===== config.mk =====
export PLATFORM = sky130hd
export DESIGN_NAME = lshbc_front
export DESIGN_NICKNAME = d
export VERILOG_FILES = /design/src/lshbc_pkg.sv /design/src/lshbc_front.sv
export SDC_FILE = /design/constraint.sdc
export NUM_CORES = 1
export LEC_CHECK = 0
export BUFFER_PORTS_ARGS = -buffer_cell sky130_fd_sc_hd__buf_2
export CAP_MARGIN = 20
export CORE_ASPECT_RATIO = 1.1
export CORE_MARGIN = 5
export CORE_UTILIZATION = 55
export DETAILED_ROUTE_END_ITERATION = 6
export PLACE_DENSITY = 0.84
export SETUP_SLACK_MARGIN = 0.15
export SLEW_MARGIN = 10
export SYNTH_ARGS = -nofsm -noshare
export SYNTH_HDL_FRONTEND = slang
export SYNTH_SLANG_ARGS = --single-unit

===== constraint.sdc =====
create_clock -name clk -period 8.3 [get_ports clk]
set_input_delay 0.83 -clock clk [delete_from_list [all_inputs] [get_ports clk]]
set_output_delay 0.83 -clock clk [all_outputs]
set_load 0.01 [all_outputs]

===== src/lshbc_pkg.sv =====
// Package for the bucket compaction block: request codes, register indexes, queue entry type.
// No dependencies.
`timescale 1ns / 1ps
package lshbc_pkg;
  localparam logic [2:0] REQ_WEIGHT = 3'd0;
  localparam logic [2:0] REQ_FEAT   = 3'd1;
  localparam logic [2:0] REQ_FINISH = 3'd2;
  localparam logic [2:0] REQ_QUERY  = 3'd3;
  localparam logic [2:0] REQ_CLEAR  = 3'd4;

  localparam logic KIND_COUNT = 1'b0;
  localparam logic KIND_ID    = 1'b1;

  // configuration register indexes
  localparam logic CFG_HASH_BITS  = 1'b0;
  localparam logic CFG_FEAT_COUNT = 1'b1;

  localparam int MAX_PROJECTIONS = 10;
  localparam int MAX_FEATURES    = 128;
  localparam int NUM_BUCKETS     = 1024;

  localparam int SUM_W = 40;

  typedef struct packed {
    logic [2:0]  req;
    logic [9:0]  row;
    logic [6:0]  feat;
    logic [3:0]  proj;
    logic [15:0] sample;
  } item_t;
endpackage


===== src/lshbc_front.sv =====
// Front part: accepts words, drops ignored ones, queues the rest (2 entries).
// Depends on lshbc_pkg.
`timescale 1ns / 1ps
module lshbc_front (
  input  logic                clk,
  input  logic                rst,
  input  logic                in_valid,
  output logic                in_ready,
  input  lshbc_pkg::item_t    in_item,
  input  logic [7:0]          fc_use,
  output logic                q_valid,
  input  logic                q_ready,
  output lshbc_pkg::item_t    q_item
);
  import lshbc_pkg::*;

  item_t     slot [2];
  logic      rd_ptr, wr_ptr;
  logic [1:0] cnt;
  logic      keep, push, pop;

  // words the back part would ignore never enter the queue
  always_comb begin
    keep = 1'b0;
    case (in_item.req)
      REQ_WEIGHT: keep = (in_item.proj < 4'd10);
      REQ_FEAT:   keep = ({1'b0, in_item.feat} < fc_use);
      REQ_FINISH, REQ_QUERY, REQ_CLEAR: keep = 1'b1;
      default:    keep = 1'b0;
    endcase
  end

  assign in_ready = (cnt != 2'd2);
  assign push     = in_valid && in_ready && keep;
  assign q_valid  = (cnt != 2'd0);
  assign q_item   = slot[rd_ptr];
  assign pop      = q_valid && q_ready;

  always_ff @(posedge clk) begin
    if (push) slot[wr_ptr] <= in_item;
    if (rst) begin
      rd_ptr <= 1'b0;
      wr_ptr <= 1'b0;
      cnt    <= 2'd0;
    end else begin
      if (push) wr_ptr <= ~wr_ptr;
      if (pop)  rd_ptr <= ~rd_ptr;
      cnt <= cnt + {1'b0, push} - {1'b0, pop};
    end
  end
endmodule


==> results of run 1 <==
## cells in the final DEF, fill, tap and decap left out
| master | instances |
|---|---|
| buf_2 | 93 |
| dfxtp_1 | 4 |
| xnor2_1 | 2 |
| clkbuf_1 | 1 |
| o2111ai_1 | 1 |
| buf_12 | 1 |
| nor4_1 | 1 |
| a2111oi_2 | 1 |
| inv_1 | 8 |
| mux2_2 | 40 |
| nor3_1 | 2 |
| edfxtp_1 | 80 |
| nor2b_1 | 1 |
| clkinv_2 | 3 |
| clkinvlp_4 | 1 |
| o41ai_4 | 1 |
| ha_1 | 8 |
| nor2_4 | 2 |
| and2_1 | 1 |
| xor2_1 | 1 |
| nand3_1 | 2 |
| a21oi_1 | 2 |
| o21ai_0 | 2 |
| mux2_4 | 1 |
| nand2b_1 | 2 |
| buf_16 | 1 |
| dfxtp_2 | 1 |
| or2_2 | 1 |
| clkbuf_8 | 11 |
| nor2_1 | 5 |
| or3b_4 | 1 |
## sequential cells by signal (all words and copies together), names as in the netlist, named ones only
| signal | count |
|---|---|
| slot | 80 |
| cnt | 2 |
| rd_ptr | 1 |
| wr_ptr | 1 |
## logic make-up after synthesis
logic type	after synthesis	share of synthesized area, %
adder cells (fa/ha/maj)	8	3.03
AO/OA/AOI/OAI	7	2.16
AND/OR/NAND/NOR	18	2.88
multiplexers	41	14.1
flip-flops	85	75.7
XOR/XNOR	3	0.795
buffers and inverters	12	1.36
## final cells by class
class / count / share of cell area (%)
Inverter: 8 / 0.733
Multi-Input combinational cell: 77 / 18.9
Tap cell: 77 / 2.35
Clock inverter: 4 / 0.550
Sequential cell: 85 / 61.2
Clock buffer: 12 / 3.79
Timing Repair Buffer: 95 / 12.5
## worst max-delay path, delay by kind of cell
kind / cells / cell delay (ns)
AOI/OAI and AO/OA: 3 / 0.46
adders and majority gates: 1 / 0.33
buffers and inverters: 2 / 0.37
and+or+nand+nor: 2 / 0.87
## routing by layer
metal | vias up | part of all wire [%] | GRT usage [%]
met5 | - | 0 | 0
met3 | 4 | 6.4 | 5.61
li1 | 873 | - | -
met2 | 64 | 54 | 28.1
met1 | 881 | 39 | 18.9
met4 | 0 | 0.78 | 4.83
## stage by stage
stage               cell area, um2  utilization (%)
global placement              3870             66.6
finish                        4090             70.5
detailed placement            3900             67.1
global route                  4090             70.5
CTS                           4070             70.2
floorplan                     3310                -
## power groups by stage
stage               sequential [mW]  clock, mW  combinational (mW)
floorplan                     0.538          0               0.183
global route                  0.565      0.284               0.283
CTS                           0.560      0.265               0.262
finish                        0.558      0.259               0.261
global placement              0.568          0               0.254
detailed placement            0.570          0               0.260
## how the worst max path moves through the flow
stage,startpoint,cells after the start,to,slack [ns]
floorplan,fc_use[6],7,slot[0][0]$_DFFE_PP_,4.33
global placement,in_item[26],7,slot[1][12]$_DFFE_PP_,4.96
detailed placement,in_item[26],7,slot[0][13]$_DFFE_PP_,4.90
CTS,in_item[26],7,slot[0][7]$_DFFE_PP_,5.26
global route,in_item[26],8,slot[1][0]$_DFFE_PP_,5.40
finish,in_item[26],8,slot[1][0]$_DFFE_PP_,5.49
==> results by group, run 1 <==
Cells and area
  – Antenna diode count: 0
  – Reg area: between 0.002 and 0.003 mm2
  – Filler cell count: ~420
  – Layout area overhead: 23.8%
  – Final #Nets: between 300 and 400
  – Post-Layout Cell Count: ~360
  – Multi-input gate area: between 700 and 800 um2
  – Layout cells sized above 1: a little under three fifths

Power and ir drop
  – Reg power frac: between 50% and 60%
  – Power Dens Cells: around 260 mW/mm2
  – Maximum resistive drop on vdd: 0.246 mV
  – Comb pwr share: about a quarter
  – Leakage: 1.58 nW
  – Switching pwr: 0.295 mW
  – Int Power: approximately 0.78 mW
  – Power, Total: roughly 1.1 mW
  – Clock group share of total power: between 20 and 25%
  – Sw Share: 27.3%

Routing
  – Routed Antenna Nets: 0
  – Mean routed wirelength per cell: between 15 and 20 um
  – Residual DRC: 0
  – Via count: about 1800
  – DRT iter0 DRCs: between 100 and 150
  – Via/cell ratio: 5.09
  – TritonRoute pass-1 iters: 4
  – Final wirelength: ~6000 um

STA
  – Final hold violation count: 0
  – Minimum clock period: roughly 2.8 ns
  – Setup ws final: about 5.5 ns
  – Crit share post-route: 33.8%
  – Clock Skews: 0.0105 ns
  – Fmax: between 300 and 400 MHz
  – Total negative slack: 0 ns
  – Max-slew violation count: 0
  – Rel. slew slack: a little under two fifths
  – Min Hold Slack: about 0.53 ns
  – RSZ-0062 raised after global routing: false
  – Final setup vio count: 0
  – Measured slew at the worst slew-check pin: between 0.9 and 1 ns

GRT
  – Vias in the first global route: about 2000
  – Overflow after GRT: 0
  – Largest net degree at the start of global routing: slightly above 40
  – First-pass GRT wire length: between 9000 and 10000 um
  – Initial antenna violation count: 0
  – Gr usage total: ~16%

Worst setup path
  – Most used cell, CP: a21oi_1
  – Max FO, Critical Path: 21
  – Reg2reg start: cnt[0]$_SDFF_PP0_
  – Critical path required time: between 8 and 9 ns
  – Arrival time at the worst endpoint: 2.85 ns
  – Crit path cell chain: buf_2, ha_1, a21oi_1, a21oi_1, nor3_1, o41ai_4, nor2_4, buf_16
  – WS Path Type: primary input to flip-flop
  – Slowest cell on the critical path: nor2_4
  – Startpoint types: primary input
  – Worst setup EP type: flip-flop
  – Crit path largest cell delay: between 0.5 and 0.6 ns
  – Reg2Reg Depth: 6
  – R2R Path End: slot[1][0]$_DFFE_PP_
  – Flop2flop setup slack: just over 6 ns

Logic synthesis
  – Cell accounting for the most synthesized area: edfxtp_1
  – Yosys warnings: 0
  – Post-synthesis cell count: 174
  – Post-synth EDFFs: 80
  – Mapped Nets: 234
  – Synthesis-stage register bit count: between 80 and 90
  – Largest cells by area after synthesis: edfxtp_1, mux2_2, dfxtp_1, ha_1, inv_1
  – Synth unique cells: 24
  – Synthesized area per cell: roughly 19 um2
  – Synth cell count leaders: edfxtp_1, mux2_2, ha_1, inv_1, nor2_1
  – Synth Flop Type: edfxtp_1
  – Seq/Total Area, Yosys: 75.7%
  – Top-count cell post-synth: edfxtp_1
  – Fraction of registers with async set or reset after synthesis: 0%
  – Share of the synthesized area in the top cell type: 72.7%
  – Mapped Area: 0.00331 mm2

Clock network
  – Skew-Pair Late Insertion Delay: 0.34 ns
  – CTS Hold Bufs: 0
  – Post-CTS setup buffers: 0
  – TritonCTS buffer count: 9
  – TritonCTS clock tree: built
  – Root buf cell: clkbuf_8
  – H-tree depth: 3
  – Cts repair resizes: 0
  – CTS clk-pin slew, worst paths: 0.08 ns
  – Clock Tree Buf Depth: 2
  – Clock sink total: 85

Floorplanning
  – Die Y: 91.3 um
  – Rows: 29
  – Die X: roughly 84 um
  – Full die area: 0.00766 mm2
  – Initial Utilization: 56.9%
  – Io pins: 94
  – Core Region: 0.00581 mm2

Placed design
  – Post-placement setup slack: 4.90 ns
  – Placed insts: around 340
  – Placer Congestion: 0.746
  – PortBufs: 93
  – DP Wirelength: 4010 um

Run status
  – Status: finished, final reports clean

Worst hold path
  – Hold path cells: 2
  – Hold WC Path Type: flip-flop to flip-flop
  – Worst Hold End: rd_ptr$_SDFFE_PP0P_
  – HP Start: rd_ptr$_SDFFE_PP0P_

Job
  – Max cap viols: 0
Note: power is estimated with default switching activity, not from simulation.
==> run 2: changes to the inputs <==
- CORE_UTILIZATION: 55 -> 51
- PLACE_DENSITY: 0.84 -> 0.78
- clock period: 8.3 -> 2.6 ns (I/O delays scaled with it)
==> run 2 against run 1 <==
  * Sequential power grew to 3.1 times the previous value
  * Clock power grew to 3.7 times the previous value
  * Setup slack lost 5.1 ns
  * Global-route usage shrank 0.13 points
  * Wire length grew 3.7%
  * Die area grew 6.9%
  * Total power grew to 3.3 times the previous value
  * Clock skew shrank 0.0045 ns
  * Sequential share of layout area shrank 0.81 points
  * Design area grew 1.3%
  * Critical path type unchanged
==> results by group, run 2 (synthesis gave the netlist of run 1 again) <==
Run status
  – Status: finished, final reports clean

Cells and area
  – Commonest non-fill, non-tap cells in the layout: buf_2, edfxtp_1, mux2_2, clkbuf_8
  – Biggest regs: slot: 80 flops, cnt: 2 flops
  – Antenna diode count: 0 (unchanged)
  – Post-layout util: 66.6% (-3.9 points)
  – Commonest non-fill, non-tap cell in the layout: buf_2
  – Layout cells sized above 1: 56.3% (+0.11 points)
  – Final #Nets: 339 (+0.89%)
  – Max FFs per register: 80 (unchanged)
  – Most flops, register: slot
  – Layout area overhead: 25.5%

Worst setup path
  – Startpoint types: primary input
  – R2R Path End: cnt[1]$_SDFF_PP0_
  – Most used cell, CP: ha_1
  – Worst setup path start: in_item[26]
  – Crit path cell chain: buf_2, ha_1, a21oi_1, a21oi_1, nor3_1, o41ai_4, ha_1, inv_1, ha_1, xor2_1, xnor2_1, nor2_1
  – Critical path required time: 2.83 ns (-5.51 ns)
  – WP buf/inv: 2 (unchanged)
  – Max FO, Critical Path: 4 (-81%)
  – Crit path largest cell delay: 0.34 ns (-0.20 ns)
  – Reg2Reg Depth: 10 (+4)
  – Slowest cell on the critical path: nor3_1
  – Arrival time at the worst endpoint: 2.44 ns (-0.41 ns)
  – WS Path Type: primary input to flip-flop
  – Reg2reg start: cnt[0]$_SDFF_PP0_
  – Cell family with most CP delay: adder cells
  – Worst setup EP type: flip-flop
  – Flop2flop setup slack: 0.52 ns (-5.65 ns)

STA
  – Crit share post-route: a little under nine tenths
  – Rel. slew slack: 62.1% (+24 points)
  – Minimum clock period: about 2.2 ns
  – Max-slew violation count: 0 (unchanged)
  – Fmax: approximately 450 MHz
  – Measured slew at the worst slew-check pin: 0.567 ns (-0.363 ns)
  – Final hold violation count: 0 (unchanged)
  – RSZ-0062 raised after global routing: false
  – Clock Skews: 0.00603 ns (-0.00450 ns)
  – Final setup vio count: 0 (unchanged)
  – Min Hold Slack: 0.103 ns (-0.423 ns)
  – Setup ws final: 0.387 ns (-5.11 ns)

GRT
  – Initial antenna violation count: 0 (unchanged)
  – Overflow after GRT: 0 (unchanged)
  – Gr usage total: 16.0% (-0.13 points)
  – Largest net degree at the start of global routing: 34 (-17%)
  – Vias in the first global route: 2027 (+3.6%)
  – First-pass GRT wire length: 9750 um (+3.1%)

Routing
  – Final wirelength: 6140 um (+3.7%)
  – TritonRoute pass-1 iters: 3 (-1)
  – DRT iter0 DRCs: 62 (-48%)
  – Via/cell ratio: 5.01 (-1.5%)
  – Residual DRC: 0 (unchanged)
  – Via count: 1824 (+0.11%)
  – Routed Antenna Nets: 0 (unchanged)
  – Mean routed wirelength per cell: 16.9 um (+2.0%)

Power and ir drop
  – Clock group share of total power: 27.0% (+2.9 points)
  – Int Power: 2.65 mW (+240%)
  – Leakage: 1.60 nW (+1.8%)
  – Sw Share: 26.3% (-1.0 points)
  – Reg power frac: 47.6% (-4.2 points)
  – Switching pwr: 0.946 mW (+220%)
  – Maximum resistive drop on vdd: 0.471 mV (+91%)
  – Power Dens Cells: 866 mW/mm2 (+230%)
  – Comb pwr share: 25.4% (+1.2 points)

Floorplanning
  – Die X: 86.8 um (+3.4%)
  – Io pins: 94 (unchanged)
  – Rows: 30 (+3.4%)
  – Initial Utilization: 53.1% (-3.9 points)
  – Die Y: 94.4 um (+3.4%)
  – Full die area: 0.00819 mm2 (+6.9%)
  – Core Region: 0.00623 mm2 (+7.3%)

Worst hold path
  – Worst Hold End: slot[0][31]$_DFFE_PP_
  – Hold WC Path Type: primary input to flip-flop
  – Hold path cells: 1 (-1)
  – HP Start: in_item[31]

Job
  – Max cap viols: 0 (unchanged)

Clock network
  – Skew-Pair Late Insertion Delay: 0.34 ns (about the same)
  – TritonCTS clock tree: built
  – Cts repair resizes: 0 (unchanged)
  – CTS clk-pin slew, worst paths: 0.08 ns (about the same)
  – Clock Tree Buf Depth: 2 (unchanged)
  – TritonCTS buffer count: 9 (unchanged)
  – Root buf cell: clkbuf_8
  – CTS Hold Bufs: 0 (unchanged)
  – H-tree depth: 3 (unchanged)
  – Post-CTS setup buffers: 0 (unchanged)
  – Clock sink total: 85 (unchanged)

Placed design
  – Placer Congestion: 0.758 (+1.5%)
  – Post-placement setup slack: 0.0546 ns (-4.84 ns)
  – DP Wirelength: 4460 um (+11%)
  – PortBufs: 93 (unchanged)
run 2: changes by cell type in the layout (fill, tap and decap cells not counted), moves of 2 or more:
cell / previous run / this run
clkinv_4: 0 / 2
bufinv_16: 0 / 2
clkinv_2: 3 / 1
clkbuf_8: 11 / 9
clkinv_1: 0 / 2
buf_4: 0 / 3
run 2: stage by stage:
step	std cells	instance area (um2)	setup TNS, ns	power (mW)
finish	364	4150	0	3.59
floorplan	174	3310	-11.16	2.30
CTS	364	4150	0	3.64
global placement	348	3940	0	2.65
detailed placement	348	3940	0	2.67
global route	364	4150	0	3.76
run 2: how the worst max path moves through the flow:
stage                                      end  cells past startpoint  slack [ns]
final                        cnt[1]$_SDFF_PP0_                     12        0.39
after global routing         cnt[1]$_SDFF_PP0_                     12        0.21
after CTS                    cnt[1]$_SDFF_PP0_                     12        0.40
after detailed placement     cnt[1]$_SDFF_PP0_                     12        0.05
after global placement       cnt[1]$_SDFF_PP0_                     10        0.21
after floorplan           slot[0][0]$_DFFE_PP_                      7       -0.14
run 2: power by group through the flow:
| stage | clock network, mW | logic, mW | registers [mW] |
|---|---|---|---|
| 6_report | 0.971 | 0.911 | 1.71 |
| 5_1_grt | 1.05 | 0.989 | 1.72 |
| 4_1_cts | 0.995 | 0.933 | 1.71 |
| 3_5_place_dp | 0 | 0.928 | 1.74 |
| 3_3_place_gp | 0 | 0.918 | 1.73 |
| 2_1_floorplan | 0 | 0.587 | 1.71 |
run 2: area by class of cell:
type,count,area [um2]
Fill cell,462,2080
Multi-Input combinational cell,77,773
Sequential cell,85,2500
Clock buffer,9,124
Clock inverter,7,90.1
Tap cell,80,100
Inverter,8,30.0
Timing Repair Buffer,98,528
run 2: metal layers:
metal  global-route usage, %  vias up  wire, um
met5                       0        -         0
met4                    6.23        0        77
met3                    4.19        7       359
met2                    27.9       55      3210
met1                    18.8      887      2490
li1                        -      875         -
